### src/hw/rtl/sha256_pair_state_distance_defines.svh
// ----------------------------------------------------------------------------
// SHA-256 pair state distance: assertion macros
// Shared concurrent assertion forms, clocked on clk_i; one is disabled while rst_ni is low.
// ----------------------------------------------------------------------------
`ifndef SHA256_PAIR_STATE_DISTANCE_DEFINES_SVH
`define SHA256_PAIR_STATE_DISTANCE_DEFINES_SVH

// Checked only while the block is out of reset.
`define SPSD_ASSERT(lbl, prop, msg) \
  lbl: assert property (@(posedge clk_i) disable iff (!rst_ni) (prop)) else $error(msg);

// Checked at every edge, reset included.
`define SPSD_ASSERT_ALWAYS(lbl, prop, msg) \
  lbl: assert property (@(posedge clk_i) (prop)) else $error(msg);

`endif

### src/hw/rtl/spsd_pkg.sv
// ----------------------------------------------------------------------------
// SHA-256 pair state distance: package
// Constants, command type and SHA-256 helper functions.
// ----------------------------------------------------------------------------
`timescale 1ns / 1ps

package spsd_pkg;

  localparam int unsigned WordW      = 32;
  localparam int unsigned DistW      = 9;
  localparam int unsigned RoundIdxW  = 6;
  localparam int unsigned WordCntW   = 4;
  localparam int unsigned SchedDepth = 16;
  localparam int unsigned StateDepth = 8;
  localparam int unsigned PopW       = 6;
  localparam int unsigned DefaultRounds = 64;

  localparam logic [WordW-1:0] RoundK [64] = '{
    32'h428a2f98, 32'h71374491, 32'hb5c0fbcf, 32'he9b5dba5,
    32'h3956c25b, 32'h59f111f1, 32'h923f82a4, 32'hab1c5ed5,
    32'hd807aa98, 32'h12835b01, 32'h243185be, 32'h550c7dc3,
    32'h72be5d74, 32'h80deb1fe, 32'h9bdc06a7, 32'hc19bf174,
    32'he49b69c1, 32'hefbe4786, 32'h0fc19dc6, 32'h240ca1cc,
    32'h2de92c6f, 32'h4a7484aa, 32'h5cb0a9dc, 32'h76f988da,
    32'h983e5152, 32'ha831c66d, 32'hb00327c8, 32'hbf597fc7,
    32'hc6e00bf3, 32'hd5a79147, 32'h06ca6351, 32'h14292967,
    32'h27b70a85, 32'h2e1b2138, 32'h4d2c6dfc, 32'h53380d13,
    32'h650a7354, 32'h766a0abb, 32'h81c2c92e, 32'h92722c85,
    32'ha2bfe8a1, 32'ha81a664b, 32'hc24b8b70, 32'hc76c51a3,
    32'hd192e819, 32'hd6990624, 32'hf40e3585, 32'h106aa070,
    32'h19a4c116, 32'h1e376c08, 32'h2748774c, 32'h34b0bcb5,
    32'h391c0cb3, 32'h4ed8aa4a, 32'h5b9cca4f, 32'h682e6ff3,
    32'h748f82ee, 32'h78a5636f, 32'h84c87814, 32'h8cc70208,
    32'h90befffa, 32'ha4506ceb, 32'hbef9a3f7, 32'hc67178f2
  };

  localparam logic [WordW-1:0] InitValue [StateDepth] = '{
    32'h6a09e667, 32'hbb67ae85, 32'h3c6ef372, 32'ha54ff53a,
    32'h510e527f, 32'h9b05688c, 32'h1f83d9ab, 32'h5be0cd19
  };

  // Datapath commands issued by the controller, one cycle each.
  typedef struct packed {
    logic                 load;     // shift a word pair into the schedules
    logic                 init;     // load the initial value, clear the sum
    logic                 round;    // run one compression round
    logic [RoundIdxW-1:0] k_idx;    // round constant for that round
    logic                 count;    // add one word pair of the state distance
    logic                 publish;  // copy the sum to the result register
  } cmd_t;

  function automatic logic [WordW-1:0] rotr32(logic [WordW-1:0] x, int unsigned n);
    logic [2*WordW-1:0] both;
    both = {x, x} >> n;
    return both[WordW-1:0];
  endfunction

  function automatic logic [WordW-1:0] big_sigma0(logic [WordW-1:0] x);
    return rotr32(x, 2) ^ rotr32(x, 13) ^ rotr32(x, 22);
  endfunction

  function automatic logic [WordW-1:0] big_sigma1(logic [WordW-1:0] x);
    return rotr32(x, 6) ^ rotr32(x, 11) ^ rotr32(x, 25);
  endfunction

  function automatic logic [WordW-1:0] small_sigma0(logic [WordW-1:0] x);
    return rotr32(x, 7) ^ rotr32(x, 18) ^ (x >> 3);
  endfunction

  function automatic logic [WordW-1:0] small_sigma1(logic [WordW-1:0] x);
    return rotr32(x, 17) ^ rotr32(x, 19) ^ (x >> 10);
  endfunction

  function automatic logic [PopW-1:0] popcount32(logic [WordW-1:0] x);
    logic [PopW-1:0] cnt;
    cnt = '0;
    for (int i = 0; i < WordW; i++) begin
      cnt = cnt + PopW'(x[i]);
    end
    return cnt;
  endfunction

endpackage

### src/hw/rtl/spsd_lane.sv
// ----------------------------------------------------------------------------
// SHA-256 pair state distance: compression lane
// Schedule window and working state of one block, one round per cycle.
// ----------------------------------------------------------------------------
`timescale 1ns / 1ps

module spsd_lane import spsd_pkg::*; (
  input  logic             clk_i,
  input  cmd_t             cmd_i,
  input  logic [WordW-1:0] word_i,
  output logic [WordW-1:0] tap_o
);

  logic [WordW-1:0] sched_q [SchedDepth];
  logic [WordW-1:0] sched_d [SchedDepth];
  logic [WordW-1:0] work_q  [StateDepth];
  logic [WordW-1:0] work_d  [StateDepth];
  logic [WordW-1:0] w_next;
  logic [WordW-1:0] t1;
  logic [WordW-1:0] t2;
  logic [WordW-1:0] ch;
  logic [WordW-1:0] maj;

  // Entry 0 is the word of the current round; the word sixteen rounds
  // ahead is shifted in at the top, so the window always holds W[r..r+15].
  assign w_next = small_sigma1(sched_q[14]) + sched_q[9]
                + small_sigma0(sched_q[1]) + sched_q[0];

  assign ch  = (work_q[4] & work_q[5]) ^ (~work_q[4] & work_q[6]);
  assign maj = (work_q[0] & work_q[1]) ^ (work_q[0] & work_q[2])
             ^ (work_q[1] & work_q[2]);
  assign t1  = work_q[7] + big_sigma1(work_q[4]) + ch + RoundK[cmd_i.k_idx]
             + sched_q[0];
  assign t2  = big_sigma0(work_q[0]) + maj;

  always_comb begin
    sched_d = sched_q;
    priority if (cmd_i.load) begin
      for (int i = 0; i < SchedDepth - 1; i++) sched_d[i] = sched_q[i+1];
      sched_d[SchedDepth-1] = word_i;
    end else if (cmd_i.round) begin
      for (int i = 0; i < SchedDepth - 1; i++) sched_d[i] = sched_q[i+1];
      sched_d[SchedDepth-1] = w_next;
    end else begin
      sched_d = sched_q;
    end
  end

  always_comb begin
    work_d = work_q;
    priority if (cmd_i.init) begin
      work_d = InitValue;
    end else if (cmd_i.round) begin
      work_d[0] = t1 + t2;
      work_d[1] = work_q[0];
      work_d[2] = work_q[1];
      work_d[3] = work_q[2];
      work_d[4] = work_q[3] + t1;
      work_d[5] = work_q[4];
      work_d[6] = work_q[5];
      work_d[7] = work_q[6];
    end else if (cmd_i.count) begin
      // Rotate so that every word passes the tap once during the distance count.
      for (int i = 1; i < StateDepth; i++) work_d[i] = work_q[i-1];
      work_d[0] = work_q[StateDepth-1];
    end else begin
      work_d = work_q;
    end
  end

  always_ff @(posedge clk_i) begin
    sched_q <= sched_d;
    work_q  <= work_d;
  end

  assign tap_o = work_q[StateDepth-1];

endmodule

### src/hw/rtl/spsd_dpath.sv
// ----------------------------------------------------------------------------
// SHA-256 pair state distance: datapath
// Two compression lanes and the word-serial distance accumulator.
// ----------------------------------------------------------------------------
`timescale 1ns / 1ps

module spsd_dpath import spsd_pkg::*; (
  input  logic             clk_i,
  input  cmd_t             cmd_i,
  input  logic [WordW-1:0] word_a_i,
  input  logic [WordW-1:0] word_b_i,
  output logic [DistW-1:0] distance_o
);

  logic [WordW-1:0] tap_a;
  logic [WordW-1:0] tap_b;
  logic [DistW-1:0] acc_q;
  logic [DistW-1:0] acc_d;
  logic [DistW-1:0] dist_q;
  logic [DistW-1:0] dist_d;

  spsd_lane u_lane_a (
    .clk_i  (clk_i),
    .cmd_i  (cmd_i),
    .word_i (word_a_i),
    .tap_o  (tap_a)
  );

  spsd_lane u_lane_b (
    .clk_i  (clk_i),
    .cmd_i  (cmd_i),
    .word_i (word_b_i),
    .tap_o  (tap_b)
  );

  always_comb begin
    priority if (cmd_i.init) begin
      acc_d = '0;
    end else if (cmd_i.count) begin
      acc_d = acc_q + DistW'(popcount32(tap_a ^ tap_b));
    end else begin
      acc_d = acc_q;
    end
  end

  assign dist_d = cmd_i.publish ? acc_q : dist_q;

  always_ff @(posedge clk_i) begin
    acc_q  <= acc_d;
    dist_q <= dist_d;
  end

  assign distance_o = dist_q;

endmodule

### src/hw/rtl/spsd_ctrl.sv
// ----------------------------------------------------------------------------
// SHA-256 pair state distance: controller
// Sequences word loading, compression rounds, distance count and result.
// ----------------------------------------------------------------------------
`timescale 1ns / 1ps

module spsd_ctrl import spsd_pkg::*; #(
  parameter int unsigned ROUNDS = DefaultRounds
) (
  input  logic clk_i,
  input  logic rst_ni,
  input  logic in_valid_i,
  output logic in_ready_o,
  output logic out_valid_o,
  input  logic out_ready_i,
  output cmd_t cmd_o
);

  typedef enum logic [3:0] {
    StLoad  = 4'b0001,
    StRound = 4'b0010,
    StCount = 4'b0100,
    StHold  = 4'b1000
  } state_e;

  localparam logic [RoundIdxW-1:0] LastRound = RoundIdxW'(ROUNDS - 1);
  localparam logic [WordCntW-1:0]  LastWord  = WordCntW'(SchedDepth - 1);
  localparam logic [2:0]           LastCount = 3'(StateDepth - 1);

  state_e               state_q, state_d;
  logic [WordCntW-1:0]  word_q, word_d;
  logic [RoundIdxW-1:0] round_q, round_d;
  logic [2:0]           cnt_q, cnt_d;
  logic                 out_valid_q, out_valid_d;

  always_comb begin
    state_d     = state_q;
    word_d      = word_q;
    round_d     = round_q;
    cnt_d       = cnt_q;
    in_ready_o  = 1'b0;
    cmd_o       = '0;
    cmd_o.k_idx = round_q;
    unique case (state_q)
      StLoad: begin
        in_ready_o = 1'b1;
        if (in_valid_i) begin
          cmd_o.load = 1'b1;
          if (word_q == LastWord) begin
            cmd_o.init = 1'b1;
            word_d     = '0;
            round_d    = '0;
            state_d    = StRound;
          end else begin
            word_d = word_q + WordCntW'(1);
          end
        end
      end
      StRound: begin
        cmd_o.round = 1'b1;
        if (round_q == LastRound) begin
          cnt_d   = '0;
          state_d = StCount;
        end else begin
          round_d = round_q + RoundIdxW'(1);
        end
      end
      StCount: begin
        cmd_o.count = 1'b1;
        cnt_d       = cnt_q + 3'd1;
        if (cnt_q == LastCount) state_d = StHold;
      end
      StHold: begin
        // Wait until the result register is free or being emptied.
        if (!out_valid_q || out_ready_i) begin
          cmd_o.publish = 1'b1;
          state_d       = StLoad;
        end
      end
      default: begin
        state_d = StLoad;
      end
    endcase
  end

  always_comb begin
    priority if (cmd_o.publish) out_valid_d = 1'b1;
    else if (out_ready_i)       out_valid_d = 1'b0;
    else                        out_valid_d = out_valid_q;
  end

  always_ff @(posedge clk_i or negedge rst_ni) begin
    if (!rst_ni) begin
      state_q     <= StLoad;
      word_q      <= '0;
      round_q     <= '0;
      cnt_q       <= '0;
      out_valid_q <= 1'b0;
    end else begin
      state_q     <= state_d;
      word_q      <= word_d;
      round_q     <= round_d;
      cnt_q       <= cnt_d;
      out_valid_q <= out_valid_d;
    end
  end

  assign out_valid_o = out_valid_q;

endmodule

### src/hw/rtl/sha256_pair_state_distance.sv
// ----------------------------------------------------------------------------
// SHA-256 pair state distance
// Compresses two message blocks from the SHA-256 initial value and reports
// the Hamming distance between the two final working states.
// ----------------------------------------------------------------------------
// A block pair arrives as sixteen items, word 0 first, one word of each block
// per item, taken at up to one item per cycle. After the sixteenth item the
// input is closed while each lane runs ROUNDS compression rounds, one round
// per cycle, the distance is then summed one word pair per cycle, and the
// hold state moves it to the result register once that register is free or
// being emptied; only then does the input open for the next pair. The result
// register lets the next pair load while a result waits to be taken.
`timescale 1ns / 1ps
`include "sha256_pair_state_distance_defines.svh"

module sha256_pair_state_distance import spsd_pkg::*; #(
  parameter int unsigned ROUNDS = DefaultRounds
) (
  input  logic             clk_i,
  input  logic             rst_ni,
  input  logic             in_valid_i,
  output logic             in_ready_o,
  input  logic [WordW-1:0] word_a_i,
  input  logic [WordW-1:0] word_b_i,
  output logic             out_valid_o,
  input  logic             out_ready_i,
  output logic [DistW-1:0] distance_o
);

  cmd_t cmd;

  spsd_ctrl #(
    .ROUNDS (ROUNDS)
  ) u_ctrl (
    .clk_i       (clk_i),
    .rst_ni      (rst_ni),
    .in_valid_i  (in_valid_i),
    .in_ready_o  (in_ready_o),
    .out_valid_o (out_valid_o),
    .out_ready_i (out_ready_i),
    .cmd_o       (cmd)
  );

  spsd_dpath u_dpath (
    .clk_i      (clk_i),
    .cmd_i      (cmd),
    .word_a_i   (word_a_i),
    .word_b_i   (word_b_i),
    .distance_o (distance_o)
  );

  `SPSD_ASSERT(a_cmd_exclusive, $onehot0({cmd.init, cmd.round, cmd.count, cmd.publish}), "datapath commands overlap")
  `SPSD_ASSERT(a_no_load_in_round, cmd.round |-> !in_ready_o, "input open during compression")
  `SPSD_ASSERT(a_publish_valid, cmd.publish |=> out_valid_o, "published result not presented")
  `SPSD_ASSERT_ALWAYS(a_dist_range, out_valid_o |-> (distance_o <= 9'd256), "distance out of range")

endmodule

### config.mk
export PLATFORM = sky130hd
export DESIGN_NAME = sha256_pair_state_distance
export DESIGN_NICKNAME = d
export VERILOG_FILES = /design/src/hw/rtl/spsd_pkg.sv /design/src/hw/rtl/spsd_lane.sv /design/src/hw/rtl/spsd_dpath.sv /design/src/hw/rtl/spsd_ctrl.sv /design/src/hw/rtl/sha256_pair_state_distance.sv
export VERILOG_INCLUDE_DIRS = /design/src /design/src/hw/rtl
export SDC_FILE = /design/constraint.sdc
export NUM_CORES = 2
export LEC_CHECK = 0
export ABC_AREA = 1
export BUFFER_PORTS_ARGS = -buffer_cell sky130_fd_sc_hd__buf_2
export CAP_MARGIN = 10
export CELL_PAD_IN_SITES_DETAIL_PLACEMENT = 0
export CELL_PAD_IN_SITES_GLOBAL_PLACEMENT = 1
export CORE_ASPECT_RATIO = 0.6
export CORE_MARGIN = 4
export CORE_UTILIZATION = 54
export CTS_BUF_LIST = sky130_fd_sc_hd__clkbuf_16
export DETAILED_ROUTE_END_ITERATION = 16
export GPL_TIMING_DRIVEN = 0
export PLACE_DENSITY_LB_ADDON = 0.1
export SYNTH_ARGS = -nofsm -noshare
export SYNTH_HDL_FRONTEND = slang
export SYNTH_SLANG_ARGS = --single-unit
### constraint.sdc
create_clock -name clk_i -period 78.2 [get_ports clk_i]
set_input_delay 7.82 -clock clk_i [delete_from_list [all_inputs] [get_ports clk_i]]
set_output_delay 7.82 -clock clk_i [all_outputs]
set_load 0.1 [all_outputs]
==> impl_results.md <==
- Status: completed
- Global-route wire length before repair: approximately 480000 µm
- Fraction of registers with async set or reset after synthesis: 0.0115
- CTS root buffer: clkbuf_16
- R2R Setup Slk: between 60 and 70 ns
- Rows: roughly 110
- Placed cell count: 10563
- Horiz. Die Dim: 518 µm
- Top-Level Pins: slightly below 80
- Nets: 9443
- Cts hold-fix bufs: 0
- Min-delay src: u_dpath.u_lane_a.sched_q[398]
- Multiplexer area fraction after synthesis: 0.00333
- Total CTS buffers: approximately 150
- Tcrit/Tclk final: 0.160
- Worst skew pair latency: 0.87 ns
- Compound-cell area share of the yosys netlist: 0.103
- Hold Path Cell Cnt: 0
- Yosys top cell area share: 0.369
- RSZ-0062 raised after global routing: false
- Largest area contributor in the netlist: edfxtp_1
- Vias: roughly 69000
- Register area share after synthesis: 0.498
- Vias in the first global route: roughly 63000
- Worst Setup End Kind: flop
- Ys Warns: 0
- Clk slew on worst S/H paths: 0.08 ns
- Post-synth cell types: 71
- Post-cts sizing count: 0
- Core area: between 150000 and 200000 µm²
- CP required: approximately 80 ns
- Mean post-synth cell area: around 10 µm²
- Critical path's slowest cell: a32oi_1
- Adder-Cell Fraction of Synth Area: 0.138
- Setup Skew: 0.0990 ns
- CTS tree: done
- Max_cap viols: 0
- Number of fillers in the final layout: 12570
- Largest fanout on the critical path: 12
- Setup repair bufs after CTS: 0
- Detail Route Antenna Nets: 0
- Critical path startpoint category: flop
- Non-filler cells, final: approximately 11000
- Most Frequent Cell on Critical Path: inv_1
- Total Wirelength: around 350000 µm
- Leading cell type by number of instances after synthesis: nand2_1
- Pins Over Slew Limit: 0
- Slew margin rel.: 0.0270
- Area of the multi-input gates: roughly 37000 µm²
- Largest net degree at the start of global routing: just over 80
- Synthesized Nets: 9175
- H-tree depth: 4
- Pre-antenna DRT Iters: 8
- Initial core utilization: 0.547
- R2R cell count: 35
- GR Overflow Total: 0
- Synth Area in XOR/XNOR: 0.0669
- Post-route minimum period: around 13 ns
- Worst Path Buf+Inv: 8
- Register area: between 40000 and 50000 µm²
- Setup Viol. Count Final: 0
- Chip height: 314 µm
- Mapped cell area: about 84000 µm²
- Crit path max-delay family: compound AO/OA/AOI/OAI gates
- Final GP Congestion: 1.08
- Post-synthesis cell count: roughly 8400
- EDFF count, synth: 1033
- Clock sinks: roughly 1600
- Hold Crit Endpoint: u_dpath.u_lane_a.sched_q[430]
- Layout cell share with drive strength beyond 1: 0.0610
- Hold Vio Cnt, Final: 0
- Max Fclk: between 0.07 and 0.08 GHz
- #FFs+latches synth: around 1600
- Critical Path AT: about 13 ns
- Antenna violations before repair: 21
- Commonest cells post-synth: nand2_1, inv_1, edfxtp_1, a21oi_1, dfxtp_1
- RR Startpoint: u_ctrl.round_q[0]
- Critical setup path kind: reg2reg
- DRC errors left: 0
- Clk buf depth: 4
- Worst hold slack: ~0.38 ns
- Post-synthesis simple-gate area fraction: 0.125
- I/O Buffers: 78
- Final setup TNS: 0 ns
- Synth Flop Type: edfxtp_1
- Largest family of logic cells by synthesized area: adder cells
- Routed len/inst: between 30 and 40 µm
- Measured slew at the worst slew-check pin: between 1 and 1.5 ns
- Post-DP HPWL: approximately 280000 µm
- Total GRT Usage: 0.424
- Area delta synth->final: 10.4%
- Die footprint: 162000 µm²
- Ranking of synthesized cells by area: edfxtp_1, dfxtp_1, fa_1
- Slowest stage delay, CP: 1.00 ns
- Critical path launch point: u_ctrl.round_q[0]
- Vias/cell: around 6.3
- Detailed router's first-iteration violation count: around 12000
- R2r endpoint: u_dpath.u_lane_b.work_q[247]
- Hold Crit Class: reg2reg
layout make-up:
| type | instances | area share |
|---|---|---|
| Clock buffer | 157 | 0.0423 |
| Tap cell | 2034 | 0.0274 |
| Inverter | 1066 | 0.0431 |
| Sequential cell | 1572 | 0.451 |
| Multi-Input combinational cell | 5429 | 0.396 |
| Antenna cell | 15 | 0.000404 |
| Timing Repair Buffer | 113 | 0.0113 |
| Clock inverter | 108 | 0.0120 |
| Buffer | 355 | 0.0159 |
kinds of logic (layout without fill, tap and decap cells):
| kind of cell | after synthesis | count (layout) |
|---|---|---|
| buf+inv | 1421 | 1799 |
| fa+ha+maj | 693 | 693 |
| other cells | 0 | 15 |
| xor+xnor | 643 | 643 |
| compound gates | 1510 | 1510 |
| flops | 1572 | 1572 |
| mux | 28 | 28 |
| simple gates | 2555 | 2555 |
registers in the layout (all words and copies together) (netlist names), 6 cells and up:
register                  cells
u_dpath.u_lane_a.sched_q    512
u_dpath.distance_o            9
u_dpath.u_lane_b.tap_o       32
u_dpath.u_lane_b.sched_q    512
u_dpath.u_lane_a.tap_o       32
u_dpath.u_lane_a.work_q     224
u_ctrl.round_q                6
u_dpath.u_lane_b.work_q     224
u_dpath.acc_q                 9
how the worst max path moves through the flow:
stage | end | slack, ns | cells past startpoint
3_3_place_gp | u_dpath.u_lane_b.sched_q[427] | 38.43 | 6
6_report | u_dpath.u_lane_b.work_q[247] | 65.68 | 35
2_1_floorplan | u_dpath.u_lane_a.sched_q[0] | 46.36 | 5
3_5_place_dp | u_dpath.u_lane_b.sched_q[470] | 66.18 | 12
5_1_grt | u_dpath.u_lane_b.work_q[247] | 65.94 | 35
4_1_cts | u_dpath.u_lane_b.work_q[247] | 66.93 | 35
placed cells by master (no fill, tap or decap), types with 44 or more instances in the layout:
master,count
xnor2_1,305
a21o_1,44
inv_1,1073
dfxtp_1,521
buf_2,172
edfxtp_1,1033
or2_2,49
nand2_1,1652
xor2_1,338
a31oi_1,45
o21ai_0,370
clkbuf_16,157
nand3_1,403
o211ai_1,86
clkbuf_1,228
o21ai_1,83
a21oi_1,646
ha_1,286
nor3_1,57
o21bai_1,74
nor2_1,306
fa_1,399
metrics by stage:
stage               cell area [µm²]  worst slack (ns)  utilization
global placement              87100             38.43        0.566
CTS                           92700             66.93        0.603
finish                        92900             65.68        0.604
floorplan                     84100             46.36            -
detailed placement            87700             66.18        0.570
global route                  92800             65.94        0.604
layer usage:
| metal | part of all wire | routed length, µm | track usage | up-vias |
|---|---|---|---|---|
| li1 | - | - | - | 28513 |
| met1 | 0.41 | 144000 | 0.621 | 33478 |
| met2 | 0.35 | 124000 | 0.504 | 5935 |
| met3 | 0.20 | 70700 | 0.251 | 877 |
| met4 | 0.038 | 13400 | 0.134 | 29 |
| met5 | 0.0027 | 955 | 0.0350 | - |
Power is not shown: default switching activity piles up to over one toggle a cycle in this logic, so the estimate is an artifact.
